$ cat config.mk
export PLATFORM = sky130hd
export DESIGN_NAME = winograd_f2x3_transform_unit
export DESIGN_NICKNAME = d
export VERILOG_FILES = /design/src/hw/rtl/wino_pkg.sv /design/src/hw/rtl/winograd_f2x3_transform_unit.sv
export SDC_FILE = /design/constraint.sdc
export NUM_CORES = 2
export LEC_CHECK = 0
export BUFFER_PORTS_ARGS = -buffer_cell sky130_fd_sc_hd__clkbuf_2
export CAP_MARGIN = 20
export CORE_UTILIZATION = 65
export DETAILED_ROUTE_END_ITERATION = 8
export PLACE_DENSITY = 0.92
export SKIP_CTS_REPAIR_TIMING = 1
export SLEW_MARGIN = 10
export SYNTH_ARGS = -nofsm -noshare
export SYNTH_HDL_FRONTEND = slang
export SYNTH_SLANG_ARGS = --single-unit
$ cat constraint.sdc
create_clock -name clk -period 21.2 [get_ports clk]
set_input_delay 0 -clock clk [delete_from_list [all_inputs] [get_ports clk]]
set_output_delay 0 -clock clk [all_outputs]
set_load 0.02 [all_outputs]
$ cat src/hw/rtl/wino_pkg.sv
// Package with payload types and fixed constants of the Winograd F(2x2,3x3) transform unit.
package wino_pkg;

    localparam int FIELD_BITS = 16;
    localparam int RES_BITS   = 20;
    localparam int RES_MAX    = 524287;
    localparam int RES_MIN    = -524288;

    localparam logic [1:0] MODE_INPUT    = 2'd0;
    localparam logic [1:0] MODE_OUTPUT   = 2'd1;
    localparam logic [1:0] MODE_KERNEL   = 2'd2;
    localparam logic [1:0] MODE_RESERVED = 2'd3;

    typedef struct packed {
        logic [1:0]                   mode;
        logic signed [FIELD_BITS-1:0] elem0;
        logic signed [FIELD_BITS-1:0] elem1;
        logic signed [FIELD_BITS-1:0] elem2;
        logic signed [FIELD_BITS-1:0] elem3;
    } row_t;

    typedef struct packed {
        logic signed [RES_BITS-1:0] res0;
        logic signed [RES_BITS-1:0] res1;
        logic signed [RES_BITS-1:0] res2;
        logic signed [RES_BITS-1:0] res3;
        logic [1:0]                 row_index;
        logic                       last_row;
    } res_t;

endpackage

$ cat src/hw/rtl/winograd_f2x3_transform_unit.sv
// Winograd F(2x2,3x3) input, output and kernel transform unit, one tile row per transaction.
//
// A tile enters one row per transaction and the first row's mode selects the transform:
// input transform (4 rows in, 4 rows out), output transform (4 rows in, 2 rows out) or
// kernel transform (3 rows in, 4 rows out, scaled by 4). A first row with the reserved mode
// is accepted and dropped. Rows are accepted one per cycle. When the last row of a tile
// arrives, the column transform is computed and captured in a result buffer, and the result
// rows then leave one per cycle through the output register while res_ready allows, the row
// transform being applied as each row is read out. The next tile loads while this happens;
// only the last row of a tile waits, until the previous tile's last result row is sent. With
// no back-pressure an input or output tile sustains one row per cycle; kernel tiles cannot.
module winograd_f2x3_transform_unit #(
    parameter int ELEM_BITS = 16
) (
    input  logic          clk,
    input  logic          rst_n,
    input  logic          row_valid,
    output logic          row_ready,
    input  wino_pkg::row_t row_data,
    output logic          res_valid,
    input  logic          res_ready,
    output wino_pkg::res_t res_data
);

    import wino_pkg::*;

    localparam int E  = ELEM_BITS;
    localparam int MW = E + 2;
    localparam int RW = E + 4;
    localparam int SW = (RW > RES_BITS) ? RW : RES_BITS;
    localparam logic signed [SW-1:0] SAT_HI = SW'(RES_MAX);
    localparam logic signed [SW-1:0] SAT_LO = SW'(RES_MIN);

    // Rows 0..2 of the tile being loaded; the last row comes straight from the input.
    logic signed [E-1:0]  tile_reg [3][4];
    logic [1:0]           rows_loaded_reg;
    logic [1:0]           tile_mode_reg;

    logic signed [MW-1:0] m_reg [4][4];
    logic [1:0]           buf_mode_reg;
    logic                 busy_reg;
    logic [1:0]           k_reg;

    logic                 res_valid_reg;
    res_t                 res_data_reg;

    logic signed [E-1:0]  in_elem [4];
    logic signed [E-1:0]  view [4][4];
    logic signed [MW-1:0] m_next [4][4];
    logic signed [MW-1:0] a [4];
    logic signed [RW-1:0] r [4];
    res_t                 res_next;

    logic [1:0] eff_mode;
    logic       first_row;
    logic       drop_row;
    logic       completes;
    logic       accept;
    logic [1:0] last_k;
    logic       drain_adv;
    logic       drain_done;

    function automatic logic signed [RES_BITS-1:0] saturate(input logic signed [RW-1:0] v);
        logic signed [SW-1:0] w;
        w = SW'(v);
        if (w > SAT_HI)
            return RES_BITS'(SAT_HI);
        else if (w < SAT_LO)
            return RES_BITS'(SAT_LO);
        else
            return RES_BITS'(w);
    endfunction

    assign in_elem[0] = E'(row_data.elem0);
    assign in_elem[1] = E'(row_data.elem1);
    assign in_elem[2] = E'(row_data.elem2);
    assign in_elem[3] = E'(row_data.elem3);

    assign first_row = (rows_loaded_reg == 2'd0);
    assign eff_mode  = first_row ? row_data.mode : tile_mode_reg;
    assign drop_row  = first_row && (row_data.mode == MODE_RESERVED);
    assign completes = !drop_row &&
                       ((eff_mode == MODE_KERNEL) ? (rows_loaded_reg == 2'd2)
                                                  : (rows_loaded_reg == 2'd3));

    assign last_k     = (buf_mode_reg == MODE_OUTPUT) ? 2'd1 : 2'd3;
    assign drain_adv  = busy_reg && (!res_valid_reg || res_ready);
    assign drain_done = drain_adv && (k_reg == last_k);

    assign row_ready = !completes || !busy_reg || drain_done;
    assign accept    = row_valid && row_ready;

    // Full tile view with the incoming row standing in at the current row position.
    always_comb
    begin
        for (int i = 0; i < 3; i++)
        begin
            for (int c = 0; c < 4; c++)
            begin
                view[i][c] = (rows_loaded_reg == 2'(i)) ? in_elem[c] : tile_reg[i][c];
            end
        end
        for (int c = 0; c < 4; c++)
        begin
            view[3][c] = in_elem[c];
        end
    end

    // Column transform over the tile's rows.
    always_comb
    begin
        for (int c = 0; c < 4; c++)
        begin
            case (eff_mode)
                MODE_INPUT:
                begin
                    m_next[0][c] = MW'(view[0][c]) - MW'(view[2][c]);
                    m_next[1][c] = MW'(view[1][c]) + MW'(view[2][c]);
                    m_next[2][c] = MW'(view[2][c]) - MW'(view[1][c]);
                    m_next[3][c] = MW'(view[3][c]) - MW'(view[1][c]);
                end
                MODE_OUTPUT:
                begin
                    m_next[0][c] = MW'(view[0][c]) + MW'(view[1][c]) + MW'(view[2][c]);
                    m_next[1][c] = MW'(view[1][c]) - MW'(view[2][c]) + MW'(view[3][c]);
                    m_next[2][c] = '0;
                    m_next[3][c] = '0;
                end
                default:
                begin
                    m_next[0][c] = MW'(view[0][c]) <<< 1;
                    m_next[1][c] = MW'(view[0][c]) + MW'(view[1][c]) + MW'(view[2][c]);
                    m_next[2][c] = MW'(view[0][c]) - MW'(view[1][c]) + MW'(view[2][c]);
                    m_next[3][c] = MW'(view[2][c]) <<< 1;
                end
            endcase
        end
    end

    // Row transform on the buffered row being sent.
    always_comb
    begin
        for (int c = 0; c < 4; c++)
        begin
            a[c] = m_reg[k_reg][c];
        end
        case (buf_mode_reg)
            MODE_INPUT:
            begin
                r[0] = RW'(a[0]) - RW'(a[2]);
                r[1] = RW'(a[1]) + RW'(a[2]);
                r[2] = RW'(a[2]) - RW'(a[1]);
                r[3] = RW'(a[3]) - RW'(a[1]);
            end
            MODE_OUTPUT:
            begin
                r[0] = RW'(a[0]) + RW'(a[1]) + RW'(a[2]);
                r[1] = RW'(a[1]) - RW'(a[2]) + RW'(a[3]);
                r[2] = '0;
                r[3] = '0;
            end
            default:
            begin
                r[0] = RW'(a[0]) <<< 1;
                r[1] = RW'(a[0]) + RW'(a[1]) + RW'(a[2]);
                r[2] = RW'(a[0]) - RW'(a[1]) + RW'(a[2]);
                r[3] = RW'(a[2]) <<< 1;
            end
        endcase
        res_next.res0      = saturate(r[0]);
        res_next.res1      = saturate(r[1]);
        res_next.res2      = saturate(r[2]);
        res_next.res3      = saturate(r[3]);
        res_next.row_index = k_reg;
        res_next.last_row  = (k_reg == last_k);
    end

    always_ff @(posedge clk or negedge rst_n)
    begin
        if (!rst_n)
        begin
            rows_loaded_reg <= 2'd0;
            tile_mode_reg   <= MODE_INPUT;
            busy_reg        <= 1'b0;
            k_reg           <= 2'd0;
            buf_mode_reg    <= MODE_INPUT;
            res_valid_reg   <= 1'b0;
        end
        else
        begin
            if (accept && !drop_row)
            begin
                tile_mode_reg <= eff_mode;
                if (completes)
                    rows_loaded_reg <= 2'd0;
                else
                    rows_loaded_reg <= rows_loaded_reg + 2'd1;
            end

            // A completed tile takes the buffer as the previous one finishes.
            if (accept && completes)
            begin
                busy_reg     <= 1'b1;
                k_reg        <= 2'd0;
                buf_mode_reg <= eff_mode;
            end
            else if (drain_adv)
            begin
                k_reg <= k_reg + 2'd1;
                if (drain_done)
                    busy_reg <= 1'b0;
            end

            if (drain_adv)
                res_valid_reg <= 1'b1;
            else if (res_ready)
                res_valid_reg <= 1'b0;
        end
    end

    always_ff @(posedge clk)
    begin
        if (accept && !drop_row && !completes)
        begin
            for (int i = 0; i < 3; i++)
            begin
                if (rows_loaded_reg == 2'(i))
                begin
                    for (int c = 0; c < 4; c++)
                    begin
                        tile_reg[i][c] <= in_elem[c];
                    end
                end
            end
        end
        if (accept && completes)
        begin
            for (int i = 0; i < 4; i++)
            begin
                for (int c = 0; c < 4; c++)
                begin
                    m_reg[i][c] <= m_next[i][c];
                end
            end
        end
        if (drain_adv)
            res_data_reg <= res_next;
    end

    assign res_valid = res_valid_reg;
    assign res_data  = res_data_reg;

endmodule

**Word-level counts from Yosys, hierarchy flattened**

Memory sizes are Yosys's and may differ from the RTL's.
Cells that the tools add are included.
Widths: inputs -> output; s select.

- Input port bits: 70
- Register bits: 93
- Word-level logic and storage cells: 167
- Memories kept: 2
- RAM bits: 480
- Output and inout bits: 85

Memories:

| memory | depth | bits a word | read ports | clocked after Yosys merged registers in | wr ports | RTL line | text |
|---|---|---|---|---|---|---|---|
| m_reg | 4 | 72 | 1 | 0 | 4 | winograd_f2x3_transform_unit.sv:39 | `logic signed [MW-1:0] m_reg [4][4];` |
| tile_reg | 3 | 64 | 3 | 0 | 1 | winograd_f2x3_transform_unit.sv:35 | `logic signed [E-1:0] tile_reg [3][4];` |

- Eq/ne operators: 8
- $add $sub $neg: 52
- Order comparisons: 8
- Mux-type cells: 61
- Reductions and logical operators: 24

Operators with widths:

| operator | number |
|---|---|
| $pmux 18 s2 | 16 |
| $sub 16x16->17 | 20 |
| $add 17x16->18 | 12 |
| $mux 16 | 12 |
| $pmux 80 s2 | 1 |
| $add 16x16->17 | 8 |
| $mux 64 | 2 |
| $reduce_or 64->1 | 2 |
| $sub 18x18->19 | 5 |
| $gt 20x20->1 const B | 4 |
| $lt 20x20->1 const B | 4 |
| $mux 20 | 4 |
| $add 19x18->20 | 3 |
| $add 18x18->19 | 2 |
| $mux 1 | 19 |
| $mux 2 | 7 |
| $eq 2x2->1 const B | 4 |
| $logic_and 1x1->1 | 8 |
| $eq 2x1->1 const B | 3 |
| $logic_not 2->1 | 3 |
| $reduce_bool 2->1 | 3 |
| $add 2x1->2 const B | 2 |
| $logic_not 1->1 | 4 |
| $logic_or 1x1->1 | 3 |
| 2 further kinds | 2 |

**Depth between registers and ports, before layout**

- Depth in word-level cells: 16
- Depth in mapped cells: 21
- Depth with buffers taken out: 18

**Worst setup path before layout**

No wires, ideal clock.

- Path type: reg-to-reg
- Start: register rows_loaded_reg[0]
- End: register buf_mode_reg[0]
- Arrival: 14.208 ns
- Required time: 20.588 ns
- Setup time: 0.612 ns
- Clock period less this slack: 14.820 ns
- Buffers on the path: 1
- Stages on the path, launching flop included: 10
- Slack: 6.380 ns
- Cell sequence: dfrtp_1 > inv_1 > ha_1 > clkbuf_1 > nor2_1 > a32oi_1 > mux2i_1 > o211ai_1 > nor2_1 > a21oi_1

- Longest elaborated chain between the ends: 10
- Elaborated cells on any way between the ends: 14
- Those cells by class: 3 x eq/ne; 2 x mux; 9 x reduce/logical

Ends and longest elaborated chain:

| item | RTL line | text |
|---|---|---|
| start, declared | winograd_f2x3_transform_unit.sv:36 | `logic [1:0] rows_loaded_reg;` |
| start signal, assigned | winograd_f2x3_transform_unit.sv:197 | `rows_loaded_reg <= rows_loaded_reg + 2'd1;` |
| $logic_not 2->1 | winograd_f2x3_transform_unit.sv:79 | `assign first_row = (rows_loaded_reg == 2'd0);` |
| $mux 2 | winograd_f2x3_transform_unit.sv:80 | `assign eff_mode = first_row ? row_data.mode : tile_mode_reg;` |
| $eq 2x2->1 | winograd_f2x3_transform_unit.sv:83 | `((eff_mode == MODE_KERNEL) ? (rows_loaded_reg == 2'd2)` |
| $mux 1 | winograd_f2x3_transform_unit.sv:83 |  |
| $logic_and 1x1->1 | winograd_f2x3_transform_unit.sv:82 | `assign completes = !drop_row &&` |
| $logic_not 1->1 | winograd_f2x3_transform_unit.sv:90 | `assign row_ready = !completes \|\| !busy_reg \|\| drain_done;` |
| $logic_or 1x1->1 (2 in series) | winograd_f2x3_transform_unit.sv:90 |  |
| $logic_and 1x1->1 | winograd_f2x3_transform_unit.sv:91 | `assign accept = row_valid && row_ready;` |
| $logic_and 1x1->1 | winograd_f2x3_transform_unit.sv:201 | `if (accept && completes)` |
| end signal, assigned | winograd_f2x3_transform_unit.sv:205 | `buf_mode_reg <= eff_mode;` |
| end, declared | winograd_f2x3_transform_unit.sv:40 | `logic [1:0] buf_mode_reg;` |

Parallel ways exist; a longest one is shown, timed or not.
A chain may end at the register's enable or synchronous reset.

==> impl_summary.log <==
[metrics] status: completed
[metrics] count of clock tree sinks: 569
[metrics] die outline area: 0.0894 sq mm
[metrics] max incr delay on CP: 0.72 ns
[metrics] CTS clock-pin slew for the worst setup and hold paths: 0.06 ns
[metrics] Seq/Total Area, Yosys: 0.297
[metrics] number of hold-slack violations in the final timing report: 0
[metrics] initial antenna violation count: 11
[metrics] remaining global-route overflow: 0
[metrics] synthesized area per cell: 9.57 sq um
[metrics] number of nets still failing antenna checks after routing: 0
[metrics] TritonCTS Buffers: 68
[metrics] Reg2Reg Capture Point: m_reg[1][16]
[metrics] total wire length after detailed routing: 169000 microns
[metrics] pin count of the biggest net entering global routing: 154
[metrics] worst setup path startpoint: rows_loaded_reg[0]
[metrics] number of distinct library cells after synthesis: 84
[metrics] most frequent cell after synthesis: sky130_fd_sc_hd__inv_1
[metrics] area of the core: 0.0870 sq mm
[metrics] count of vias placed by the detailed router: 47.7k
[metrics] area share of the largest cell type after synthesis: 0.293
[metrics] cell family with most CP delay: compound AO/OA/AOI/OAI gates
[metrics] average wire per standard cell: 23.0 microns
[metrics] share of final-layout standard cells stronger than drive strength 1: 0.0771
[metrics] post-synth top area cell: sky130_fd_sc_hd__edfxtp_1
[metrics] post-route clock skew: 0.0275 ns
[metrics] RSZ-0062 raised after global routing: false
[metrics] count of maximum capacitance violations: 0
[metrics] library cell appearing most often on the critical path: sky130_fd_sc_hd__inv_1
[metrics] reg-to-reg setup timing slack: 14.42 ns
[metrics] ranking of synthesized cells by instance count: sky130_fd_sc_hd__inv_1 (912), sky130_fd_sc_hd__ha_1 (598), sky130_fd_sc_hd__edfxtp_1 (559)
[metrics] top-level I/O count: 155
[metrics] vias per cell: 6.48
[metrics] port bufs: 154
[metrics] kind of launch point of the worst setup path: register
[metrics] number of gates on the worst path with buffers counted: 18
[metrics] Final HPWL DP: 128000 microns
[metrics] actual slew at the worst max-slew pin: 1.04 ns
[metrics] number of synthesized flops with an enable pin: 559
[metrics] minimum clock period: 6.78 ns
[metrics] combined global-route utilization of all metal layers: 0.373
[metrics] reg-to-reg critical path startpoint: rows_loaded_reg[0]
[metrics] number of DRC violations after detailed routing: 0
[metrics] setup_tns: 0 ns
[metrics] Synth warnings: 0
[metrics] clock latency of the later-clocked register in the worst-skew pair: 0.65 ns
[metrics] Gate Count Post-Synth: 5993
[metrics] largest driver fanout on the critical path: 34
[metrics] routability-driven placement congestion ratio: 1.01
[metrics] layout overhead on the synthesized area: 8.62%
[metrics] wire length of the first global-routing pass: 260000 microns
[metrics] period utilization: 0.320
[metrics] number of buffer and inverter stages on the critical path: 5
[metrics] fmax: 148 MHz
[metrics] final layout net count: 7074
[metrics] CTS root buffer: sky130_fd_sc_hd__clkbuf_16
[metrics] CP endpoint kind: register
[metrics] critical path data arrival time: 7.14 ns
[metrics] commonest register cell after synthesis: sky130_fd_sc_hd__edfxtp_1
[metrics] slowest cell on the critical path: sky130_fd_sc_hd__buf_4
[metrics] Synth async-reset ratio: 0.0176
[metrics] Area contributors post-synth: sky130_fd_sc_hd__edfxtp_1 (29%), sky130_fd_sc_hd__ha_1 (13%), sky130_fd_sc_hd__fa_1 (9.5%)
[metrics] # setup viols final: 0
[metrics] starting density of the core: 0.659
[metrics] number of iterations in the first detailed-routing pass: 6
[metrics] net count after synthesis: 6932
[metrics] max-slew violation count: 0
[metrics] Yosys reg bits: 569
[metrics] required time at the endpoint of the critical path: 21.56 ns
[metrics] height of the die: 299 microns
[metrics] Worst Setup Path Type: reg2reg
[metrics] largest buffer count on any clock path: 3
[metrics] Setup crit end: m_reg[1][16]
[metrics] row count: 108
[metrics] summed instance area of the synthesized netlist: 0.0574 sq mm
[metrics] Hold WC Path Type: in2reg
[metrics] worst rel slew slack: 0.289
[metrics] DP Area: 0.0593 sq mm
[metrics] detailed router's first-iteration violation count: 5477
[metrics] critical path cell sequence: inv_1 > ha_4 > buf_4 > buf_4 > mux2i_1 > inv_1 > fa_1 > inv_1 > ha_1 > a211oi_1 > o21bai_1 > a31oi_1 > o22ai_1 > o41ai_1 > o21ai_0 > and4b_1 > o31ai_1 > o211ai_1
[metrics] max reg flops: 284
[metrics] horizontal extent of the die: 299 microns
[metrics] number of global-route vias before repair: 47.0k
[metrics] number of levels in the clock H-tree: 3
[metrics] Final Cell Area: 0.0623 sq mm
[metrics] worst reg-to-reg path cell count: 18
[metrics] clock tree from TritonCTS: built
## per-stage QoR
step	hold WS, ns	std cells	util	setup WS [ns]
floorplan	-0.296	5993	-	6.38
detailed placement	-0.106	7150	0.681	14.58
global placement	-0.107	7150	0.681	14.73
finish	0.125	7350	0.716	14.42
CTS	-0.780	7273	0.708	14.57
global route	0.151	7346	0.716	14.17
## tightest hold or removal path: cells and delay by family
family                 cells  cell delay [ns]
buffers and inverters      2             0.36
AO/OA/AOI/OAI              1             0.22
multiplexers               1             0.12
## per-layer routing
| metal | up-vias | track usage | share of wire |
|---|---|---|---|
| met5 | - | 0 | 0.00057 |
| met4 | 14 | 0.166 | 0.049 |
| met3 | 584 | 0.0747 | 0.10 |
| met2 | 2700 | 0.611 | 0.47 |
| met1 | 22761 | 0.479 | 0.38 |
| li1 | 21593 | - | - |
## final cells by class
class,instances,area (sq um)
Multi-Input combinational cell,4327,36300
Fill cell,6174,24700
Sequential cell,569,17000
Inverter,913,3430
Clock buffer,83,1840
Timing Repair Buffer,256,1740
Tap cell,1155,1450
Clock inverter,40,474
Antenna cell,7,17.5
## kinds of logic after synthesis
kind of cell	synth area share
AOI/OAI and AO/OA	0.176
xor gates and xnor gates	0.0640
buffers and inverters	0.0719
adders and majority gates	0.225
and+or+nand+nor	0.0999
muxes	0.0659
DFF	0.297
## cell usage in the layout, fill, tap and decap left out, drive strengths merged, types with 44 or more instances in the layout
master / instances
inv: 919
ha: 598
edfxtp: 559
a21oi: 422
nor2: 384
nand2: 293
o21ai: 273
fa: 271
xnor2: 261
clkbuf: 238
mux2i: 166
xor2: 158
a21o: 119
o22ai: 115
nor3: 114
a211oi: 91
nand2b: 85
nand3: 81
mux4: 72
dlygate4sd3: 68
o21a: 63
nor2b: 61
a31oi: 58
o21bai: 57
mux2: 44
## worst min-delay path by stage
stage,start,to,slack [ns],depth (start not counted)
detailed placement,rst_n,res_valid,-0.11,1
CTS,rst_n,res_valid,-0.78,1
floorplan,rst_n,buf_mode_reg[0],-0.30,0
finish,row_data[65],tile_mode_reg[1],0.12,4
global placement,rst_n,res_valid,-0.11,1
global route,row_data[64],buf_mode_reg[0],0.15,4
Power is not shown: default switching activity piles up to over one toggle a cycle in this logic, so the estimate is an artifact.
